## src/hw/rtl/bstl_pkg.sv

```systemverilog
// Package: shared types and constants for the binary STL triangle deframer.
package bstl_pkg;

  localparam int HEADER_BYTES_DEF = 80;
  localparam int HDR_POS_W        = 7;
  localparam int LANE_W           = 4;
  localparam int WORD_W           = 32;
  localparam int COMP_N           = 3;

  localparam logic [LANE_W-1:0] LANE_COUNT_END = 4'd3;
  localparam logic [LANE_W-1:0] LANE_VEC_END   = 4'd11;
  localparam logic [LANE_W-1:0] LANE_ATTR_END  = 4'd1;

  typedef enum logic [1:0] {
    KIND_NORMAL = 2'd0,
    KIND_V0     = 2'd1,
    KIND_V1     = 2'd2,
    KIND_V2     = 2'd3
  } bstl_kind_t;

  typedef struct packed {
    logic [WORD_W-1:0] vector_z;
    logic [WORD_W-1:0] vector_y;
    logic [WORD_W-1:0] vector_x;
    bstl_kind_t        vector_kind;
    logic [WORD_W-1:0] triangle_number;
    logic [WORD_W-1:0] declared_count;
    logic              last_of_triangle;
    logic              beyond_count;
  } bstl_res_t;

endpackage

```

## src/hw/rtl/binary_stl_triangle_deframer.sv

```systemverilog
// Top level: binary STL triangle deframer with input and result registers.
//
// Channel | Dir | Payload
// in_*    | in  | tdata: byte_value[7:0]; tuser: file_start
// out_*   | out | tdata: x, y, z, triangle_number, declared_count; tuser: kind,
//         |     | beyond_count; tlast: last_of_triangle
//
// One byte per cycle unless a result stalls; results pass byte then result reg.
// Throughput is set by the single byte register feeding the framer counters.
// Reset (rst_n low, synchronous) empties both registers and restarts at byte 0.
// A stalled result holds the byte register only when the next byte also emits.
module binary_stl_triangle_deframer
  import bstl_pkg::*;
#(
  parameter int HEADER_BYTES = HEADER_BYTES_DEF
) (
  input  logic         clk,
  input  logic         rst_n,
  input  logic         in_tvalid,
  output logic         in_tready,
  input  logic [7:0]   in_tdata,   // [7:0] byte_value
  input  logic         in_tuser,   // [0] file_start
  output logic         out_tvalid,
  input  logic         out_tready,
  output logic [159:0] out_tdata,  // x, y, z, triangle_number, declared_count
  output logic [2:0]   out_tuser,  // [1:0] vector_kind, [2] beyond_count
  output logic         out_tlast
);

  logic      s1_vld_r;
  logic [7:0] s1_byte_r;
  logic      s1_start_r;
  logic      s1_go;
  logic      emit;
  bstl_res_t res;
  logic      out_vld_r, out_vld_nxt;
  bstl_res_t out_r;

  bstl_framer #(
    .HEADER_BYTES (HEADER_BYTES)
  ) u_framer (
    .clk        (clk),
    .rst_n      (rst_n),
    .step       (s1_go),
    .byte_value (s1_byte_r),
    .file_start (s1_start_r),
    .emit       (emit),
    .res        (res)
  );

  assign s1_go     = s1_vld_r && (!emit || !out_vld_r || out_tready);
  assign in_tready = !s1_vld_r || s1_go;

  always_ff @(posedge clk) begin
    if (!rst_n) begin
      s1_vld_r <= 1'b0;
    end else if (in_tready) begin
      s1_vld_r <= in_tvalid;
    end
  end

  always_ff @(posedge clk) begin
    if (in_tready && in_tvalid) begin
      s1_byte_r  <= in_tdata;
      s1_start_r <= in_tuser;
    end
  end

  always_comb begin
    if (s1_go && emit) begin
      out_vld_nxt = 1'b1;
    end else if (out_tready) begin
      out_vld_nxt = 1'b0;
    end else begin
      out_vld_nxt = out_vld_r;
    end
  end

  always_ff @(posedge clk) begin
    if (!rst_n) begin
      out_vld_r <= 1'b0;
    end else begin
      out_vld_r <= out_vld_nxt;
    end
  end

  always_ff @(posedge clk) begin
    if (s1_go && emit) begin
      out_r <= res;
    end
  end

  assign out_tvalid = out_vld_r;
  assign out_tdata  = {out_r.declared_count, out_r.triangle_number,
                       out_r.vector_z, out_r.vector_y, out_r.vector_x};
  assign out_tuser  = {out_r.beyond_count, out_r.vector_kind};
  assign out_tlast  = out_r.last_of_triangle;

endmodule

```

## src/hw/rtl/bstl_framer.sv

```systemverilog
// Framer: header skip, count assembly, record cutting and vector assembly.
module bstl_framer
  import bstl_pkg::*;
#(
  parameter int HEADER_BYTES = HEADER_BYTES_DEF
) (
  input  logic       clk,
  input  logic       rst_n,
  input  logic       step,
  input  logic [7:0] byte_value,
  input  logic       file_start,
  output logic       emit,
  output bstl_res_t  res
);

  localparam logic [HDR_POS_W-1:0] HDR_END = HDR_POS_W'(HEADER_BYTES);

  logic [HDR_POS_W-1:0] hdr_r, hdr_nxt;
  logic [LANE_W-1:0]    lane_r, lane_nxt;
  bstl_kind_t           vec_r, vec_nxt;
  logic                 in_rec_r, in_rec_nxt;
  logic                 attr_r, attr_nxt;
  logic [WORD_W-1:0]    tri_r, tri_nxt;
  logic [WORD_W-1:0]    count_r, count_nxt;
  logic [WORD_W-1:0]    word_r [COMP_N];
  logic [WORD_W-1:0]    word_nxt [COMP_N];

  // state as seen by this byte; a file start clears it first
  logic [HDR_POS_W-1:0] hdr_e;
  logic [LANE_W-1:0]    lane_e;
  bstl_kind_t           vec_e;
  logic                 in_rec_e;
  logic                 attr_e;
  logic [WORD_W-1:0]    tri_e;

  always_comb begin
    hdr_e    = file_start ? '0 : hdr_r;
    lane_e   = file_start ? '0 : lane_r;
    vec_e    = file_start ? KIND_NORMAL : vec_r;
    in_rec_e = file_start ? 1'b0 : in_rec_r;
    attr_e   = file_start ? 1'b0 : attr_r;
    tri_e    = file_start ? '0 : tri_r;
  end

  always_comb begin
    hdr_nxt    = hdr_e;
    lane_nxt   = lane_e;
    vec_nxt    = vec_e;
    in_rec_nxt = in_rec_e;
    attr_nxt   = attr_e;
    tri_nxt    = tri_e;
    count_nxt  = count_r;
    word_nxt   = word_r;
    emit       = 1'b0;
    if (hdr_e < HDR_END) begin
      hdr_nxt = hdr_e + 1'b1;
    end else if (!in_rec_e) begin
      count_nxt[8*lane_e[1:0] +: 8] = byte_value;
      if (lane_e == LANE_COUNT_END) begin
        lane_nxt   = '0;
        in_rec_nxt = 1'b1;
      end else begin
        lane_nxt = lane_e + 1'b1;
      end
    end else if (!attr_e) begin
      for (int i = 0; i < COMP_N; i++) begin
        if (lane_e[3:2] == 2'(i)) begin
          word_nxt[i][8*lane_e[1:0] +: 8] = byte_value;
        end
      end
      if (lane_e == LANE_VEC_END) begin
        emit     = 1'b1;
        lane_nxt = '0;
        vec_nxt  = bstl_kind_t'(vec_e + 1'b1);
        attr_nxt = (vec_e == KIND_V2);
      end else begin
        lane_nxt = lane_e + 1'b1;
      end
    end else begin
      if (lane_e == LANE_ATTR_END) begin
        lane_nxt = '0;
        attr_nxt = 1'b0;
        tri_nxt  = tri_e + 1'b1;
      end else begin
        lane_nxt = lane_e + 1'b1;
      end
    end
  end

  always_comb begin
    res.vector_x         = word_r[0];
    res.vector_y         = word_r[1];
    res.vector_z         = {byte_value, word_r[2][23:0]};
    res.vector_kind      = vec_e;
    res.triangle_number  = tri_e;
    res.declared_count   = count_r;
    res.last_of_triangle = (vec_e == KIND_V2);
    res.beyond_count     = (tri_e >= count_r);
  end

  always_ff @(posedge clk) begin
    if (!rst_n) begin
      hdr_r    <= '0;
      lane_r   <= '0;
      vec_r    <= KIND_NORMAL;
      in_rec_r <= 1'b0;
      attr_r   <= 1'b0;
      tri_r    <= '0;
    end else if (step) begin
      hdr_r    <= hdr_nxt;
      lane_r   <= lane_nxt;
      vec_r    <= vec_nxt;
      in_rec_r <= in_rec_nxt;
      attr_r   <= attr_nxt;
      tri_r    <= tri_nxt;
    end
  end

  always_ff @(posedge clk) begin
    if (step) begin
      count_r <= count_nxt;
      word_r  <= word_nxt;
    end
  end

endmodule

```

## config.mk

```make
export PLATFORM = sky130hd
export DESIGN_NAME = binary_stl_triangle_deframer
export DESIGN_NICKNAME = d
export VERILOG_FILES = /design/src/hw/rtl/bstl_pkg.sv /design/src/hw/rtl/binary_stl_triangle_deframer.sv /design/src/hw/rtl/bstl_framer.sv
export SDC_FILE = /design/constraint.sdc
export NUM_CORES = 1
export LEC_CHECK = 0
export BUFFER_PORTS_ARGS = -buffer_cell sky130_fd_sc_hd__buf_2
export CORE_ASPECT_RATIO = 1.2
export CORE_MARGIN = 2
export CORE_UTILIZATION = 48
export CTS_CLUSTER_SIZE = 20
export DETAILED_ROUTE_END_ITERATION = 6
export GPL_TIMING_DRIVEN = 0
export PLACE_DENSITY = 0.72
export SLEW_MARGIN = 10
export SYNTH_ARGS = -nofsm -noshare
export SYNTH_HDL_FRONTEND = slang
export SYNTH_SLANG_ARGS = --single-unit
```

## constraint.sdc

```tcl
create_clock -name clk -period 8.81 [get_ports clk]
set_input_delay 1.762 -clock clk [delete_from_list [all_inputs] [get_ports clk]]
set_output_delay 1.762 -clock clk [all_outputs]
set_load 0.01 [all_outputs]
```

* Word-level counts from Yosys, hierarchy flattened *
Index checks and enable logic that the tools add are counted.
Widths: inputs -> output; s select.

cells by class
  add/subtract/negate cells = 5
  order comparisons = 2
  equality and inequality tests = 6
  shift operators = 2
  multiplexer cells = 39
  bitwise operators = 3
  reduce and logical (&&, ||, !) cells = 15

operator list
  kind                     count
  $mux 32                  5
  $bwmux 32                4
  $neg 5->34               1
  $shift 8x34->32 const A  1
  $shiftx 8x34->32         1
  $add 32x1->32 const B    1
  $ge 32x32->1             1
  $mux 4                   7
  $mux 1                   16
  $reduce_and 5->1         3
  $mux 7                   2
  $mux 2                   5
  $add 7x1->7 const B      1
  $lt 7x7->1 const B       1
  $add 4x1->4 const B      1
  $eq 2x2->1 const B       2
  $eq 4x1->1 const B       1
  $eq 4x2->1 const B       1
  $eq 4x4->1 const B       1
  $logic_and 1x1->1        3
  $logic_not 1->1          3
  $logic_or 1x1->1         3
  $not 1->1                3
  $reduce_and 3->1         1
  4 further kinds          4

word-level totals
  flip-flop bits (word level) = 350
  bits of input ports = 13
  output and inout bits = 166
  logic and storage cells = 94

* Longest topological paths before layout *
Gate-level depths: netlist of run 1.

  depth in word-level cells = 12
  gate-level depth with buffers = 14
  gate-level depth less buffers = 9

* Modules after synthesis *
A second synthesis of run 1 with hierarchy kept.

second synthesis, totals
  cell total of the unflattened synthesis = 822
  area, all modules = 12884.9 um2

modules (own cells, without submodules)
  module                        instances  cells each  area an instance (um2)  seq. area each (um2)
  bstl_framer                   1          637         7572.3                  4544.4
  binary_stl_triangle_deframer  1          185         5312.6                  5235.0

* Least setup slack after synthesis of run 1 *
OpenSTA, ideal clock, no wires.

  path kind = in2reg
  start = input port out_tready
  end = register u_framer.vec_r[1]
  library setup time = 0.085 ns
  arrival = 7.480 ns
  data required time = 8.725 ns
  setup slack = 1.244 ns
  cell stages on the path = 6
  path buffers = 1
  path through = nor2b_1 a21boi_1 and2_1 clkbuf_1 a22oi_1 nor2_1

on the way
  cells in the longest elaborated chain, start to end = 2

ends and longest elaborated chain
  item                  RTL line                            text
  from (decl)           binary_stl_triangle_deframer.sv:24  input logic out_tready,
  $logic_or 1x1->1      binary_stl_triangle_deframer.sv:51  assign s1_go = s1_vld_r && (!emit || !out_vld_r || out_tready);
  $logic_and 1x1->1     binary_stl_triangle_deframer.sv:51
  to (signal assigned)  bstl_framer.sv:112                  vec_r <= vec_nxt;
  to (decl)             bstl_framer.sv:20                   bstl_kind_t vec_r, vec_nxt;

Every way passes these cells.
A chain may end at the register's enable or synchronous reset.

* Worst setup path in the final report of run 1 *
  start = register s1_start_r
  end = output port in_tready

on the way
  cells in the longest elaborated chain, start to end = 11
  elaborated cells on any way between the ends = 15
  those cells by class = order compare (1); eq/ne (1); mux (8); reduce/logical (5)

ends and longest elaborated chain
  item                              RTL line                            text
  from (decl)                       binary_stl_triangle_deframer.sv:32  logic s1_start_r;
  from (signal assigned)            binary_stl_triangle_deframer.sv:65  s1_start_r <= in_tuser;
  $mux 4                            bstl_framer.sv:38                   lane_e = file_start ? '0 : lane_r;
  $eq 4x4->1                        bstl_framer.sv:71                   if (lane_e == LANE_VEC_END) begin
  $mux 1                            bstl_framer.sv:71
  $mux 1                            bstl_framer.sv:65                   end else if (!attr_e) begin
  $mux 1                            bstl_framer.sv:57                   end else if (!in_rec_e) begin
  $mux 1 *                          bstl_framer.sv:55                   if (hdr_e < HDR_END) begin
  $logic_not 1->1 *                 binary_stl_triangle_deframer.sv:51
  $logic_or 1x1->1 * (2 in series)  binary_stl_triangle_deframer.sv:51
  $logic_and 1x1->1 *               binary_stl_triangle_deframer.sv:51
  $logic_or 1x1->1 *                binary_stl_triangle_deframer.sv:52  assign in_tready = !s1_vld_r || s1_go;
  to (decl)                         binary_stl_triangle_deframer.sv:20  output logic in_tready,

Every way passes the cells marked *; elsewhere a longest branch is shown, timed or not.

==> reports/summary.txt, run 1 <==
status: completed
largest net degree at the start of global routing: 69
synthesized flop and latch total: 342
die width: 153 um
H-tree depth: 1
Seq/Total Area, Yosys: 0.760
Mapped Avg Cell Area: 15.2 um2
met2 routed WL: 14.5 mm
antenna violations before repair: 1
Worst EP required: 7.05 ns
Clock Latency Late Sink: 0.57 ns
Worst path max stage delay: 0.61 ns
RSZ-0062 raised after global routing: false
Die Ht: 183 um
DR iter-0 viols: 508
DRC: 0
Slew Viols, Final: 0
total CTS buffers: 31
CTS sink cnt: 342
Die ar.: 28100 um2
leak pwr: 6.14 nW
Core Region: 26400 um2
Total Routing Usage GR: 0.198
Post-Synthesis Cell Area: 12900 um2
peak supply drop: 0.145 mV
DP Cell Count: 1361
total grt overflow: 0
postcts setup bufs: 0
Synth area leader: edfxtp_1
final setup TNS: 0 ns
DR top layer: met4
clk buf depth: 3
final net count: 1111
Setup CP Type: reg -> out
remaining antenna violation count: 0
Area growth syn-to-layout: 18.6%
post-synth top area share: 0.684
Vias/cell: 5.32
Clock Pin Slew Worst Setup and Hold Paths: 0.07 ns
cells after synthesis: 847
# diodes: 0
Routability Congestion: 0.927
most common cell in the synthesized netlist: edfxtp_1
CP Launch Type: flip-flop
asr flop ratio synth: 0
final total power: 0.00314 W
met1 WL: 11.4 mm
top cells by area, synth: edfxtp_1 (68%), dfxtp_1 (7.6%), ha_1 (3.8%), and2_1 (2.5%), nor2b_1 (1.6%)
HP Class: reg -> reg
Total Wirelength: 28.2 mm
Net Count, Synth: 899
hold_buf cts: 0
max-cap violations: 0
Layout Skew: 0.0147 ns
Netlist cell types: 56
crit path time final: 5.62 ns
PD cells: 206 nW/um2
share of cells above drive strength 1: 0.223
initial core utilization: 0.488
Ports: 179
Post-synth EDFFs: 293
number of global-route vias before repair: 7401
metal3 WL: 1.37 mm
Non-Filler Instances: 1418
drt wl/cell: 19.9 um
critical-path cell list: buf_2, clkbuf_1, clkbuf_1, nand2b_1, inv_1, ha_1, nand4bb_1, nor4_1, and3_1, inv_1, buf_2
yosys warns: 0
Slew headroom: 0.325
total number of vias: 7548
drt pass-1 iters: 5
row count: 65
Critical-path top delay cell: nor4_1
Port Buf Inserts: 177
Final HPWL DP: 19.8 mm
Least-Margin Pin Slew: 1.01 ns
WP data arrival: 3.86 ns
final hold vios: 0
clk root buf: clkbuf_16
Setup violations, final: 0
global-route wire length before repair: 42.6 mm
Reg2Reg Setup Slack: 4.33 ns
CTS tree: built
fmax: 178 MHz
predominant post-synthesis flop cell: edfxtp_1
synth cell count leaders: edfxtp_1 (293), nand2_1 (53), nor2_1 (53)
post-cts sizing count: 0
CP Capture Type: primary output
CP Max Fanout: 10
ratio of final minimum period to clock period: 0.638
-- where the power goes --
| part | switching, W | leakage, nW | total (W) | internal (W) |
|---|---|---|---|---|
| registers | 0.00000851 | 3.30 | 0.00175 | 0.00174 |
| clock network | 0.000582 | 0.487 | 0.00135 | 0.000767 |
| logic | 0.0000276 | 2.36 | 0.0000373 | 0.00000970 |
| total | 0.000618 | 6.14 | 0.00314 | 0.00252 |
-- flip-flops by register name, indices dropped and copies added, names as in the netlist --
name               cells
u_framer.lane_r        4
s1_vld_r               1
u_framer.tri_r        32
u_framer.res          88
out_tlast              1
u_framer.attr_r        1
u_framer.in_rec_r      1
u_framer.hdr_r         7
u_framer.vec_r         2
s1_start_r             1
out_tuser              3
out_tdata            160
out_tvalid             1
s1_byte_r              8
u_framer.count_r      32
-- critical path, delay by kind of cell, from the launching register on --
family / cells / cell delay (ns)
DFF: 1 / 0.38
and+or+nand+nor: 4 / 1.36
adders and majority gates: 1 / 0.36
buffers and inverters: 6 / 1.19
-- logic make-up after synthesis --
kind of cell | share of synthesized area
and+or+nand+nor | 0.127
buffers and inverters | 0.0205
DFF | 0.760
muxes | 0.00311
adders and majority gates | 0.0379
xor gates and xnor gates | 0.0129
AOI/OAI and AO/OA | 0.0388
-- through the flow --
step / util / setup WS (ns) / hold slack (ns) / area, um2
2_1_floorplan: - / 1.24 / 0.400 / 12900
3_3_place_gp: 0.538 / -1.45 / 0.401 / 14200
3_5_place_dp: 0.540 / 3.88 / 0.405 / 14200
4_1_cts: 0.579 / 3.23 / 0.415 / 15300
5_1_grt: 0.579 / 2.95 / 0.422 / 15300
6_report: 0.579 / 3.19 / 0.413 / 15300
-- layer usage --
layer / global-route usage / vias up
met5: 0 / -
met4: 0.0668 / 0
met3: 0.0284 / 59
met2: 0.356 / 227
met1: 0.246 / 3727
li1: - / 3535
-- layout make-up --
type	count	area, um2
sequential	342	9780
tap	335	419
fill	2084	11100
multi-input combinational	436	2820
clock buffer	36	795
inverter	44	165
buffer	25	103
clock inverter	21	231
timing repair buffer	179	941
-- placed cells by master (no fill, tap or decap), drive strengths merged, types with 33 or more instances in the layout --
cell and count:
inv 44, nor2 53, ha 39, nor2b 33, edfxtp 293, buf 183, and2 52, clkbuf 57
dfxtp 49, nand2 53
-- final timing paths --
path,startpoint,end,cells after the start
max,s1_start_r$_DFFE_PP_,in_tready,11
min,u_framer.res[86]$_DFFE_PP_,out_tdata[18]$_DFFE_PP_,0
max reg2reg,s1_start_r$_DFFE_PP_,out_tdata[9]$_DFFE_PP_,12
min reg2reg,u_framer.res[86]$_DFFE_PP_,out_tdata[18]$_DFFE_PP_,0
Note: power is estimated with default switching activity, not from simulation.
==> inputs of run 2 (changes only) <==
ABC_AREA = 1   (was default)
PLACE_DENSITY = 0.71   (was 0.72)
clock period = 5.9 ns   (was 8.81 ns; I/O delays follow)
==> reports/summary.txt, run 2 <==
status: completed
CTS tree: built
DR iter-0 viols: 722
total grt overflow: 0
Net Count, Synth: 1152
fmax: 214 MHz
predominant post-synthesis flop cell: edfxtp_1
Synth area leader: edfxtp_1
ratio of final minimum period to clock period: 0.794
Least-Margin Pin Slew: 1.10 ns
WP data arrival: 3.50 ns
cells after synthesis: 1100
H-tree depth: 1
Total Wirelength: 31.0 mm
global-route wire length before repair: 45.9 mm
Total Routing Usage GR: 0.209
crit path time final: 4.68 ns
yosys warns: 0
Slew Viols, Final: 0
drt wl/cell: 18.1 um
drt pass-1 iters: 7
Vias/cell: 5.05
antenna violations before repair: 1
initial core utilization: 0.483
largest net degree at the start of global routing: 131
asr flop ratio synth: 0
CP most frequent cell: buf_2
total number of vias: 8659
DP Worst Slack: 1.95 ns
leak pwr: 5.90 nW
max-cap violations: 0
commonest non-fill, non-tap cell in the layout: edfxtp_1
Setup CP Type: reg -> out
Worst EP required: 4.72 ns
Core Region: 27700 um2
Setup violations, final: 0
Layout Skew: 0.0162 ns
Area growth syn-to-layout: 18.0%
worst hold slack: 0.411 ns
CP Launch Type: flip-flop
number of flip-flops in the largest register: 160
synth cell count leaders: edfxtp_1 (293), nand2_1 (180), nor2_1 (160)
Die ar.: 29300 um2
synthesized flop and latch total: 342
Clock Pin Slew Worst Setup and Hold Paths: 0.07 ns
critical-path cell list: buf_2, buf_2, nor2_1, buf_2, ha_1, inv_1, nor2_1, nand4_2, nor2_1, inv_1, buf_2
post-cts sizing count: 0
peak supply drop: 0.172 mV
postcts setup bufs: 0
hold_buf cts: 0
remaining antenna violation count: 0
Ports: 179
Post-Synthesis Cell Area: 13400 um2
CP Capture Type: primary output
total CTS buffers: 30
clk root buf: clkbuf_16
PD cells: 297 nW/um2
final setup TNS: 0 ns
post-synth top area share: 0.656
RSZ-0062 raised after global routing: false
Port Buf Inserts: 178
Netlist cell types: 39
clk buf depth: 3
most common cell in the synthesized netlist: edfxtp_1
top cells by area, synth: edfxtp_1 (66%), dfxtp_1 (7.3%), nand2_1 (5.0%), nor2_1 (4.5%), inv_1 (4.1%)
share of cells above drive strength 1: 0.201
final net count: 1363
Critical-path top delay cell: nor2_1
number of global-route vias before repair: 8178
Post-synth EDFFs: 293
Routability Congestion: 0.881
Worst path max stage delay: 0.52 ns
Setup WS post-layout: 1.22 ns
Die Ht: 187 um
Clock Latency Late Sink: 0.57 ns
CTS sink cnt: 342
most frequent cells in the layout: edfxtp_1 (293), buf_2 (189), nand2_1 (180)
final hold vios: 0
Seq/Total Area, Yosys: 0.729
HP Class: reg -> reg
row count: 67
die width: 157 um
Final HPWL DP: 22.7 mm
Slew headroom: 0.264
CP Max Fanout: 12
DRC: 0
Mapped Avg Cell Area: 12.2 um2
==> run 2: changes by cell type in the layout (fill, tap and decap cells not counted), moves of 9 or more <==
cell      previous run  this run
nor2_2               0         9
inv_1               42       145
nor2b_1             33         0
and2_1              52         1
o21ai_0             18        28
nand2_1             53       180
nor3_1              13        26
nor2_1              53       160
nand3_1             19        57
clkbuf_1            25        10
==> run 2: power by group <==
part | internal (W) | total, W | leakage [nW] | switching, W
clock network | 0.00112 | 0.00198 | 0.488 | 0.000865
registers | 0.00261 | 0.00262 | 3.00 | 0.00000985
logic | 0.0000252 | 0.0000978 | 2.42 | 0.0000725
==> run 2: worst max-delay path: cells and delay by family (launching register included) <==
family,cells,cell delay [ns]
fa+ha+maj,1,0.26
buf+inv,6,1.16
flops,1,0.49
simple gates,4,1.02
==> run 2: final cells by class <==
cell class | count | area, um2
timing repair buffer | 179 | 918
tap | 379 | 474
clock buffer | 33 | 762
antenna | 1 | 2.50
sequential | 342 | 9780
inverter | 152 | 578
clock inverter | 23 | 244
multi-input combinational | 582 | 2930
buffer | 24 | 130
fill | 2256 | 11900
==> run 2: worst paths after layout <==
kind | start | endpoint | slack, ns | cells past startpoint
worst max-delay path | s1_start_r$_DFFE_PP_ | in_tready | 1.22 | 11
worst min-delay path | u_framer.res[151]$_DFFE_PP_ | out_tdata[83]$_DFFE_PP_ | 0.41 | 0
worst max register to register | s1_start_r$_DFFE_PP_ | out_tdata[104]$_DFFE_PP_ | 1.83 | 10
worst min register to register | u_framer.res[151]$_DFFE_PP_ | out_tdata[83]$_DFFE_PP_ | 0.41 | 0
==> run 2: metrics by stage <==
stage | cells | cell area (um2) | total power [W] | util
2_1_floorplan | 1100 | 13400 | 0.00273 | -
4_1_cts | 1714 | 15800 | 0.00472 | 0.570
5_1_grt | 1715 | 15800 | 0.00482 | 0.570
3_3_place_gp | 1657 | 14800 | 0.00276 | 0.533
3_5_place_dp | 1658 | 14800 | 0.00277 | 0.534
6_report | 1715 | 15800 | 0.00470 | 0.570
==> run 2: cells by family after synthesis <==
| group | count (synthesis) | share of synthesized area |
|---|---|---|
| buffers and inverters | 176 | 0.0522 |
| xor gates and xnor gates | 8 | 0.00522 |
| AOI/OAI and AO/OA | 73 | 0.0293 |
| DFF | 342 | 0.729 |
| and+or+nand+nor | 462 | 0.148 |
| adders and majority gates | 39 | 0.0364 |
==> run 2: routing by layer <==
metal	vias up	share of wire	GRT usage
met5	-	0	0
met4	0	0.042	0.0924
met3	78	0.066	0.0290
met2	344	0.50	0.367
met1	4092	0.39	0.257
li1	4145	-	-
